==> src/rtl/core/sttscan_pkg.sv <==
// ----------------------------------------------------------------------------
// sttscan_pkg
// shared types, constants and the command pattern table of the script
// token threshold scanner
// ----------------------------------------------------------------------------
package sttscan_pkg;

  localparam int WINDOW_BYTES = 23;
  localparam int BYTE_W       = 8;
  localparam int WIN_W        = WINDOW_BYTES * BYTE_W;
  localparam int HIST_W       = (WINDOW_BYTES - 1) * BYTE_W;
  localparam int PAT_COUNT    = 10;
  localparam int THR_W        = 4;
  localparam int LIMIT_W      = 21;
  localparam int COUNT_W      = 4;
  localparam int CFG_ADDR_W   = 3;
  localparam int CFG_DATA_W   = 32;

  localparam logic [THR_W-1:0]   THR_RESET   = THR_W'(2);
  localparam logic [LIMIT_W-1:0] LIMIT_RESET = LIMIT_W'(1024 * 1024);

  // register index, taken from the word address
  typedef enum logic {
    REG_THRESHOLD  = 1'b0,
    REG_SCAN_LIMIT = 1'b1
  } cfg_reg_t;

  typedef struct packed {
    logic [THR_W-1:0]   match_threshold;
    logic [LIMIT_W-1:0] scan_limit;
  } cfg_t;

  typedef struct packed {
    logic              valid;
    logic [BYTE_W-1:0] data_byte;
    logic              last;
  } step_t;

  typedef struct packed {
    logic                 suspicious;
    logic [PAT_COUNT-1:0] match_mask;
    logic [COUNT_W-1:0]   match_count;
  } result_t;

  // patterns right aligned: final character in the lowest byte
  localparam logic [WIN_W-1:0] PAT_TEXT [PAT_COUNT] = '{
    WIN_W'("invoke-expression"),
    WIN_W'("iex "),
    WIN_W'("downloadstring"),
    WIN_W'("downloadfile"),
    WIN_W'("-encodedcommand"),
    WIN_W'(" -enc "),
    WIN_W'("frombase64string"),
    WIN_W'("-windowstyle hidden"),
    WIN_W'("-executionpolicy bypass"),
    WIN_W'("net.webclient")
  };

  localparam int PAT_LEN [PAT_COUNT] = '{17, 4, 14, 12, 15, 6, 16, 19, 23, 13};

  // compare mask over the newest len bytes of the window
  function automatic logic [WIN_W-1:0] pat_mask(input int len);
    logic [WIN_W-1:0] m;
    m = '0;
    for (int b = 0; b < WIN_W; b++) begin
      if (b < BYTE_W * len) m[b] = 1'b1;
    end
    return m;
  endfunction

  // ascii upper to lower case, other codes unchanged
  function automatic logic [BYTE_W-1:0] fold_lower(input logic [BYTE_W-1:0] c);
    if (c >= 8'h41 && c <= 8'h5A) begin
      return c + 8'h20;
    end
    return c;
  endfunction

endpackage

==> src/rtl/core/sttscan_in_if.sv <==
// ----------------------------------------------------------------------------
// sttscan_in_if
// byte request channel: valid, ready and one file byte with its last flag
// ----------------------------------------------------------------------------
interface sttscan_in_if;
  import sttscan_pkg::*;

  logic              valid;
  logic              ready;
  logic [BYTE_W-1:0] data_byte;
  logic              last;

  modport source (output valid, output data_byte, output last, input ready);
  modport sink   (input valid, input data_byte, input last, output ready);
endinterface

==> src/rtl/core/sttscan_out_if.sv <==
// ----------------------------------------------------------------------------
// sttscan_out_if
// result request channel: valid, ready and the per-file verdict
// ----------------------------------------------------------------------------
interface sttscan_out_if;
  import sttscan_pkg::*;

  logic                 valid;
  logic                 ready;
  logic                 suspicious;
  logic [PAT_COUNT-1:0] match_mask;
  logic [COUNT_W-1:0]   match_count;

  modport source (output valid, output suspicious, output match_mask,
                  output match_count, input ready);
  modport sink   (input valid, input suspicious, input match_mask,
                  input match_count, output ready);
endinterface

==> src/rtl/core/script_token_threshold_scanner.sv <==
// ----------------------------------------------------------------------------
// script_token_threshold_scanner
// case-insensitive multi-pattern command scan over a file's byte stream,
// one verdict per file on the byte marked last
// ----------------------------------------------------------------------------
//  channel | direction | handshake            | payload
//  --------+-----------+----------------------+---------------------------------
//  in_chan | sink      | valid / ready        | data_byte, last
//  out_chan| source    | valid / ready        | suspicious, match_mask, match_count
//  cfg     | apb slave | psel, penable, pready| paddr, pwdata, prdata
//
//  one byte per cycle sustained unless a last byte is blocked: a byte is
//  registered on acceptance and, when the stage fires, folded, compared and used to update the scan state in one pass
//  result is registered onto out_chan when its last byte fires from the stage
//  only a last byte blocked by an untaken result stalls the input; ordinary
//  bytes keep flowing while a result waits
//  synchronous active-low reset clears the history, mask, counter and both
//  stage valids; registers return to threshold 2, scan limit 1 MiB
// ----------------------------------------------------------------------------
module script_token_threshold_scanner (
  input  logic                               clk,
  input  logic                               rst_n,
  sttscan_in_if.sink                         in_chan,
  sttscan_out_if.source                      out_chan,
  input  logic                               psel,
  input  logic                               penable,
  input  logic                               pwrite,
  input  logic [sttscan_pkg::CFG_ADDR_W-1:0] paddr,
  input  logic [sttscan_pkg::CFG_DATA_W-1:0] pwdata,
  output logic [sttscan_pkg::CFG_DATA_W-1:0] prdata,
  output logic                               pready
);
  import sttscan_pkg::*;

  // input stage register
  logic              s1_valid_r;
  logic [BYTE_W-1:0] s1_byte_r;
  logic              s1_last_r;

  // result register
  logic                 out_valid_r;
  logic                 out_susp_r;
  logic [PAT_COUNT-1:0] out_mask_r;
  logic [COUNT_W-1:0]   out_count_r;

  logic    s1_stall;
  logic    s1_fire;
  logic    in_take;
  step_t   step;
  cfg_t    cfg;
  result_t result;

  sttscan_cfg u_cfg (
    .clk     (clk),
    .rst_n   (rst_n),
    .psel    (psel),
    .penable (penable),
    .pwrite  (pwrite),
    .paddr   (paddr),
    .pwdata  (pwdata),
    .prdata  (prdata),
    .pready  (pready),
    .cfg     (cfg)
  );

  // a last byte waits only while the previous verdict is still unclaimed
  assign s1_stall = s1_valid_r && s1_last_r && out_valid_r && !out_chan.ready;
  assign s1_fire  = s1_valid_r && !s1_stall;

  assign in_chan.ready = !s1_stall;
  assign in_take       = in_chan.valid && !s1_stall;

  always_ff @(posedge clk) begin
    if (!rst_n) begin
      s1_valid_r <= 1'b0;
    end else if (in_take) begin
      s1_valid_r <= 1'b1;
    end else if (s1_fire) begin
      s1_valid_r <= 1'b0;
    end
  end

  // payload needs no reset
  always_ff @(posedge clk) begin
    if (in_take) begin
      s1_byte_r <= in_chan.data_byte;
      s1_last_r <= in_chan.last;
    end
  end

  assign step.valid     = s1_fire;
  assign step.data_byte = s1_byte_r;
  assign step.last      = s1_last_r;

  sttscan_state u_state (
    .clk    (clk),
    .rst_n  (rst_n),
    .step   (step),
    .cfg    (cfg),
    .result (result)
  );

  // verdict register, loaded only by a last byte
  always_ff @(posedge clk) begin
    if (!rst_n) begin
      out_valid_r <= 1'b0;
    end else if (s1_fire && s1_last_r) begin
      out_valid_r <= 1'b1;
    end else if (out_chan.ready) begin
      out_valid_r <= 1'b0;
    end
  end

  always_ff @(posedge clk) begin
    if (s1_fire && s1_last_r) begin
      out_susp_r  <= result.suspicious;
      out_mask_r  <= result.match_mask;
      out_count_r <= result.match_count;
    end
  end

  assign out_chan.valid       = out_valid_r;
  assign out_chan.suspicious  = out_susp_r;
  assign out_chan.match_mask  = out_mask_r;
  assign out_chan.match_count = out_count_r;

`ifndef NO_ASSERTIONS
  a_count_matches_mask: assert property (@(posedge clk) disable iff (!rst_n)
    out_valid_r |-> COUNT_W'($countones(out_mask_r)) == out_count_r)
    else $error("pattern count disagrees with mask");

  a_blocked_last_holds_input: assert property (@(posedge clk) disable iff (!rst_n)
    s1_valid_r && s1_last_r && out_valid_r && !out_chan.ready |-> !in_chan.ready)
    else $error("input taken while a last byte is blocked");

  a_no_verdict_without_last: assert property (@(posedge clk) disable iff (!rst_n)
    $rose(out_valid_r) |-> $past(s1_valid_r && s1_last_r))
    else $error("verdict raised without a last byte");
`endif

endmodule

==> src/rtl/core/sttscan_cfg.sv <==
// ----------------------------------------------------------------------------
// sttscan_cfg
// apb register file: match threshold and scan limit
// ----------------------------------------------------------------------------
module sttscan_cfg (
  input  logic                               clk,
  input  logic                               rst_n,
  input  logic                               psel,
  input  logic                               penable,
  input  logic                               pwrite,
  input  logic [sttscan_pkg::CFG_ADDR_W-1:0] paddr,
  input  logic [sttscan_pkg::CFG_DATA_W-1:0] pwdata,
  output logic [sttscan_pkg::CFG_DATA_W-1:0] prdata,
  output logic                               pready,
  output sttscan_pkg::cfg_t                  cfg
);
  import sttscan_pkg::*;

  logic [THR_W-1:0]   thr_r;
  logic [LIMIT_W-1:0] limit_r;
  logic               wr_en;
  cfg_reg_t           reg_sel;

  assign pready  = 1'b1;
  assign wr_en   = psel && penable && pwrite;
  // byte lanes ignored, word address picks the register
  assign reg_sel = cfg_reg_t'(paddr[2]);

  always_ff @(posedge clk) begin
    if (!rst_n) begin
      thr_r   <= THR_RESET;
      limit_r <= LIMIT_RESET;
    end else if (wr_en) begin
      unique case (reg_sel)
        REG_THRESHOLD:  thr_r   <= pwdata[THR_W-1:0];
        REG_SCAN_LIMIT: limit_r <= pwdata[LIMIT_W-1:0];
        default: ;
      endcase
    end
  end

  always_comb begin
    prdata = '0;
    unique case (reg_sel)
      REG_THRESHOLD:  prdata = CFG_DATA_W'(thr_r);
      REG_SCAN_LIMIT: prdata = CFG_DATA_W'(limit_r);
      default:        prdata = '0;
    endcase
  end

  assign cfg.match_threshold = thr_r;
  assign cfg.scan_limit      = limit_r;

endmodule

==> src/rtl/core/sttscan_match.sv <==
// ----------------------------------------------------------------------------
// sttscan_match
// parallel comparator bank: window tail against each command pattern
// ----------------------------------------------------------------------------
module sttscan_match (
  input  logic [sttscan_pkg::WIN_W-1:0]     window,
  output logic [sttscan_pkg::PAT_COUNT-1:0] hits
);
  import sttscan_pkg::*;

  for (genvar p = 0; p < PAT_COUNT; p++) begin : g_pat
    localparam logic [WIN_W-1:0] MASK = pat_mask(PAT_LEN[p]);
    // masked xor is zero only where every compared byte agrees
    assign hits[p] = ((window ^ PAT_TEXT[p]) & MASK) == '0;
  end

endmodule

==> src/rtl/core/sttscan_state.sv <==
// ----------------------------------------------------------------------------
// sttscan_state
// per-file scan state: byte history, sticky pattern mask, byte counter;
// forms the verdict on the last byte and clears for the next file
// ----------------------------------------------------------------------------
module sttscan_state (
  input  logic                  clk,
  input  logic                  rst_n,
  input  sttscan_pkg::step_t    step,
  input  sttscan_pkg::cfg_t     cfg,
  output sttscan_pkg::result_t  result
);
  import sttscan_pkg::*;

  logic [HIST_W-1:0]    recent_r, recent_nxt;
  logic [PAT_COUNT-1:0] seen_r, seen_nxt;
  logic [LIMIT_W-1:0]   taken_r, taken_nxt;

  logic                 counting;
  logic [WIN_W-1:0]     window;
  logic [PAT_COUNT-1:0] hits;
  logic [PAT_COUNT-1:0] seen_upd;
  logic [LIMIT_W-1:0]   taken_upd;
  logic [HIST_W-1:0]    recent_upd;
  logic [COUNT_W-1:0]   count;

  // bytes beyond the scan limit leave the history untouched
  assign counting = taken_r < cfg.scan_limit;
  assign window   = {recent_r, fold_lower(step.data_byte)};

  sttscan_match u_match (
    .window (window),
    .hits   (hits)
  );

  assign seen_upd   = counting ? (seen_r | hits) : seen_r;
  assign taken_upd  = taken_r + LIMIT_W'(counting);
  assign recent_upd = counting ? window[HIST_W-1:0] : recent_r;

  always_comb begin
    count = '0;
    for (int i = 0; i < PAT_COUNT; i++) begin
      count = count + COUNT_W'(seen_upd[i]);
    end
  end

  assign result.match_mask  = seen_upd;
  assign result.match_count = count;
  assign result.suspicious  = (taken_upd != '0) &&
                              (count >= COUNT_W'(cfg.match_threshold));

  always_comb begin
    recent_nxt = recent_r;
    seen_nxt   = seen_r;
    taken_nxt  = taken_r;
    if (step.valid) begin
      if (step.last) begin
        recent_nxt = '0;
        seen_nxt   = '0;
        taken_nxt  = '0;
      end else begin
        recent_nxt = recent_upd;
        seen_nxt   = seen_upd;
        taken_nxt  = taken_upd;
      end
    end
  end

  always_ff @(posedge clk) begin
    if (!rst_n) begin
      recent_r <= '0;
      seen_r   <= '0;
      taken_r  <= '0;
    end else begin
      recent_r <= recent_nxt;
      seen_r   <= seen_nxt;
      taken_r  <= taken_nxt;
    end
  end

`ifndef NO_ASSERTIONS
  a_clear_after_last: assert property (@(posedge clk) disable iff (!rst_n)
    step.valid && step.last |=> seen_r == '0 && taken_r == '0 && recent_r == '0)
    else $error("scan state not cleared after last byte");

  a_mask_needs_bytes: assert property (@(posedge clk) disable iff (!rst_n)
    seen_r != '0 |-> taken_r != '0)
    else $error("pattern seen with no byte counted");
`endif

endmodule

==> src/flat_wrapper.sv <==
// flat-port wrapper written by rule: the top's interface ports become plain ports
module script_token_threshold_scanner_flat import sttscan_pkg::*;
  (clk, rst_n, psel, penable, pwrite, paddr, pwdata, prdata, pready, in_chan_valid, in_chan_data_byte, in_chan_last, in_chan_ready, out_chan_valid, out_chan_suspicious, out_chan_match_mask, out_chan_match_count, out_chan_ready);
  sttscan_in_if in_chan_i ();
  sttscan_out_if out_chan_i ();
  input  logic clk;
  input  logic rst_n;
  input  logic psel;
  input  logic penable;
  input  logic pwrite;
  input  logic [sttscan_pkg::CFG_ADDR_W-1:0] paddr;
  input  logic [sttscan_pkg::CFG_DATA_W-1:0] pwdata;
  output logic [sttscan_pkg::CFG_DATA_W-1:0] prdata;
  output logic pready;
  input wire logic [$bits(in_chan_i.valid)-1:0] in_chan_valid;
  input wire logic [$bits(in_chan_i.data_byte)-1:0] in_chan_data_byte;
  input wire logic [$bits(in_chan_i.last)-1:0] in_chan_last;
  output wire logic [$bits(in_chan_i.ready)-1:0] in_chan_ready;
  output wire logic [$bits(out_chan_i.valid)-1:0] out_chan_valid;
  output wire logic [$bits(out_chan_i.suspicious)-1:0] out_chan_suspicious;
  output wire logic [$bits(out_chan_i.match_mask)-1:0] out_chan_match_mask;
  output wire logic [$bits(out_chan_i.match_count)-1:0] out_chan_match_count;
  input wire logic [$bits(out_chan_i.ready)-1:0] out_chan_ready;
  assign in_chan_i.valid = in_chan_valid;
  assign in_chan_i.data_byte = in_chan_data_byte;
  assign in_chan_i.last = in_chan_last;
  assign in_chan_ready = in_chan_i.ready;
  assign out_chan_valid = out_chan_i.valid;
  assign out_chan_suspicious = out_chan_i.suspicious;
  assign out_chan_match_mask = out_chan_i.match_mask;
  assign out_chan_match_count = out_chan_i.match_count;
  assign out_chan_i.ready = out_chan_ready;
  script_token_threshold_scanner u_core (.clk(clk), .rst_n(rst_n), .in_chan(in_chan_i), .out_chan(out_chan_i), .psel(psel), .penable(penable), .pwrite(pwrite), .paddr(paddr), .pwdata(pwdata), .prdata(prdata), .pready(pready));
endmodule
==> config.mk <==
export PLATFORM = sky130hd
export DESIGN_NAME = script_token_threshold_scanner_flat
export DESIGN_NICKNAME = d
export VERILOG_FILES = /design/src/rtl/core/sttscan_pkg.sv /design/src/rtl/core/sttscan_in_if.sv /design/src/rtl/core/sttscan_out_if.sv /design/src/rtl/core/script_token_threshold_scanner.sv /design/src/rtl/core/sttscan_cfg.sv /design/src/rtl/core/sttscan_match.sv /design/src/rtl/core/sttscan_state.sv /design/src/flat_wrapper.sv
export SDC_FILE = /design/constraint.sdc
export NUM_CORES = 1
export LEC_CHECK = 0
export BUFFER_PORTS_ARGS = -buffer_cell sky130_fd_sc_hd__buf_4
export CORE_MARGIN = 5
export CORE_UTILIZATION = 35
export DETAILED_ROUTE_END_ITERATION = 6
export PLACE_DENSITY_LB_ADDON = 0.08
export REMOVE_ABC_BUFFERS = 1
export SLEW_MARGIN = 10
export SYNTH_ARGS = -nofsm -noshare
export SYNTH_HDL_FRONTEND = slang
export SYNTH_SLANG_ARGS = --single-unit
==> constraint.sdc <==
create_clock -name clk -period 5 [get_ports clk]
set_input_delay 0 -clock clk [delete_from_list [all_inputs] [get_ports clk]]
set_output_delay 0 -clock clk [all_outputs]
set_load 0.01 [all_outputs]
==> results_dict.tcl <==
set metrics [dict create \
    setup_violations 1 \
    final_nets 1653 \
    synthArstFlopShare_pct 0 \
    first_global_vias 10374 \
    cts_tree "done" \
    cp_max_fo 3 \
    ant_nets 0 \
    clk_path_buf_depth 3 \
    grt-ovfl-total 0 \
    ys_ff_latch 258 \
    cts-root-buf "clkbuf_16" \
    ys_seq_area_share_pct 47.4 \
    crit_path_cell_trace "inv_2 -> ha_1 -> nand4_1 -> nor4_2 -> nand2_1 -> o2111ai_4 -> buf_6 -> nor4_2 -> and4_1 -> or2_1 -> fa_1 -> fa_1 -> inv_1 -> fa_1 -> inv_1 -> ha_2 -> fa_1 -> ha_1 -> a21o_1 -> a21o_1 -> a21oi_2 -> a41oi_2" \
    syn_area_per_cell_sq_um 9.73 \
    design_area_sq_um 16100 \
    fp.dieArea_sq_um 36300 \
    drcViolationCount 0 \
    ys_types 76 \
    chipHeight_microns 191 \
    power_leakage_nw 6.68 \
    violations "setup timing" \
    place_ws_ps -942 \
    clock-sinks 258 \
    start_util_pct 35.3 \
    clkLatencyLatePin_ps 550 \
    synth_top_cell_area_share_pct 41.0 \
    synth_area_sq_um 11400 \
    worstMarginPinSlew_ps 1220 \
    core_area_sq_um 32400 \
    endpoint_kind "flip-flop" \
    use_met2_pct 33.0 \
    post-route-min-period_ps 5490 \
    min_period_over_period_pct 110 \
    layout_setup_ws_ps -490 \
    netlist_instances 1173 \
    postPlaceCellArea_sq_um 14500 \
    fp.dieW_microns 191 \
    tns_ps -490 \
    finClkSkew_ps 16.4 \
    power_density_nw_per_um2 274 \
    htreeDepth 1 \
    crit_arrival_ps 5760 \
    area_growth_pct 41.3 \
    timing.fmax_mhz 182 \
    power.total_mw 4.42 \
    grt_util_met1_pct 29.0 \
    post-route-util_pct 49.8 \
    yosysWarnings 0 \
    fin_hold_ws_ps 38.8 \
    synth_edf_count 24 \
    wire_per_inst_microns 18.7 \
    synth_flop_cell "dfxtp_1" \
    grt_use_met3_pct 2.53 \
    yosys-top-cells-area "dfxtp_1, a22o_1, edfxtp_1" \
    critPathLaunchType "flip-flop" \
    relSlewSlack_pct 18.6 \
    busiest_layer "met2" \
    boundaryPins 101 \
    clkTransAtPathRegs_ps 60 \
    hold_path_class "input port to flip-flop" \
    rows 66 \
    yosysTopAreaCell "dfxtp_1" \
    diodes 0 \
    status "finished, violations left" \
    rsz0062_at_grt "true" \
    grt_pass1_wl_mm 58.7 \
    track_usage_pct 20.4 \
    vias 10540 \
    dp_cells 1931 \
    gp_congestion 0.942 \
    vias_per_cell 5.19 \
    critPathMaxStageDelay_ps 500 \
    stdcell_count 2031 \
    critPathKind "flip-flop to flip-flop" \
    finalHoldViolCount 0 \
    port_buffers 75 \
    cts_made_buffers 30 \
    drt-total-wl_mm 38.0 \
    dp_hpwl_mm 28.1 \
    grt_max_degree 177 \
    timing.final.max_slew_violations 0 \
    firstDrtPassIters 5 \
    peakVddDrop_mv 0.260 \
    crit_path_frequent_cell "fa_1" \
    antenna_found_initial 1 \
    drv_cap 0 \
    worst_path_max_delay_cell "fa_1" \
    required_ps 5270 \
    layout-drive-gt1-share_pct 31.0 \
    drt_iter0_markers 745 \
]
==> routing by layer <==
metal  part of all wire, %  wire length, microns
met4                   2.3                   874
met5                     0                     0
met2                    46                 17500
met1                    47                 17900
met3                   4.5                  1700
==> synth_stat cells (all sizes together), types with 20 or more instances <==
| library cell | count |
|---|---|
| edfxtp | 24 |
| nor2 | 59 |
| nand4 | 37 |
| a22o | 178 |
| and2 | 20 |
| ha | 29 |
| nor3 | 25 |
| inv | 40 |
| buf | 50 |
| a21oi | 56 |
| dfxtp | 234 |
| nand2 | 111 |
| nand3 | 23 |
| o21ai | 32 |
| nor4 | 32 |
| clkbuf | 23 |
==> power by group <==
group | switching [mW] | internal [mW]
Combinational | 0.137 | 0.0959
Clock | 0.856 | 1.21
Sequential | 0.0146 | 2.11
==> repair_timing <==
action | in CTS | in global routing
gates resized for setup | 41 | 8
endpoints found under the setup margin | 3 | 2
pin swaps | 23 | 9
hold endpoints to repair | 42 | 0
buffers inserted | 11 | 1
hold buffers | 35 | 0
==> path summary, 6_finish.rpt <==
check	startpoint	endpoint	slack (ps)	cells past startpoint
hold reg to reg	u_core.u_state.seen_r[8]$_SDFFE_PN0P_	u_core.u_state.seen_r[8]$_SDFFE_PN0P_	450	2
hold / removal	pwrite	u_core.u_cfg.thr_r[3]$_SDFFE_PN0P_	40	4
setup reg to reg	u_core.u_cfg.limit_r[13]$_SDFFE_PN0P_	u_core.out_chan.suspicious$_DFFE_PP_	-490	22
setup / recovery	u_core.u_cfg.limit_r[13]$_SDFFE_PN0P_	u_core.out_chan.suspicious$_DFFE_PP_	-490	22
==> critical path: cells and delay by family (launching register included) <==
kind / cells / cell delay (ps)
AO/OA/AOI/OAI: 5 / 790
buffers and inverters: 4 / 280
adder cells (fa/ha/maj): 7 / 2620
AND/OR/NAND/NOR: 6 / 1150
flip-flops: 1 / 340
==> logic make-up after synthesis <==
kind of cell	Yosys count	synth area share, %
DFF	258	47.4
other	2	0.0658
and+or+nand+nor	455	23.1
AOI/OAI and AO/OA	300	19.9
buffers and inverters	113	4.53
muxes	4	0.362
adders and majority gates	35	4.23
xor gates and xnor gates	6	0.461
==> registers in the layout, indices dropped and copies added (netlist names), 4 cells and up <==
signal,flops
u_core.u_state.recent_r,176
u_core.u_cfg.limit_r,21
u_core.u_state.taken_r,21
u_core.out_chan.match_mask,10
u_core.u_state.seen_r,10
u_core.s1_byte_r,8
u_core.out_chan.match_count,4
u_core.u_cfg.thr_r,4
==> placed cells by master (no fill, tap or decap), drive strengths merged, types with 12 or more instances in the layout <==
| cell type | Yosys | routed |
|---|---|---|
| conb | 2 | 12 |
| nor4 | 32 | 32 |
| dfxtp | 234 | 234 |
| nand3 | 23 | 23 |
| or3 | 12 | 12 |
| o21ai | 32 | 32 |
| ha | 29 | 29 |
| a22o | 178 | 178 |
| nor4bb | 15 | 15 |
| dlygate4sd3 | 0 | 35 |
| nor3 | 25 | 25 |
| clkbuf | 23 | 42 |
| edfxtp | 24 | 24 |
| nor2b | 14 | 14 |
| a21oi | 56 | 56 |
| or4 | 13 | 13 |
| and2 | 20 | 20 |
| nand2 | 111 | 111 |
| buf | 50 | 390 |
| nand2b | 16 | 16 |
| nand4b | 16 | 16 |
| inv | 40 | 40 |
| nand4 | 37 | 37 |
| nor2 | 59 | 59 |
==> layout make-up <==
type	count	area (sq um)
clock inverters	12	87.6
flip-flops and latches	258	5410
fillers	3064	16200
inverters	40	150
clock buffers	42	837
well taps	442	553
repair buffers	425	3310
multi-input cells	812	5780
(Power assumes the default switching activity.)
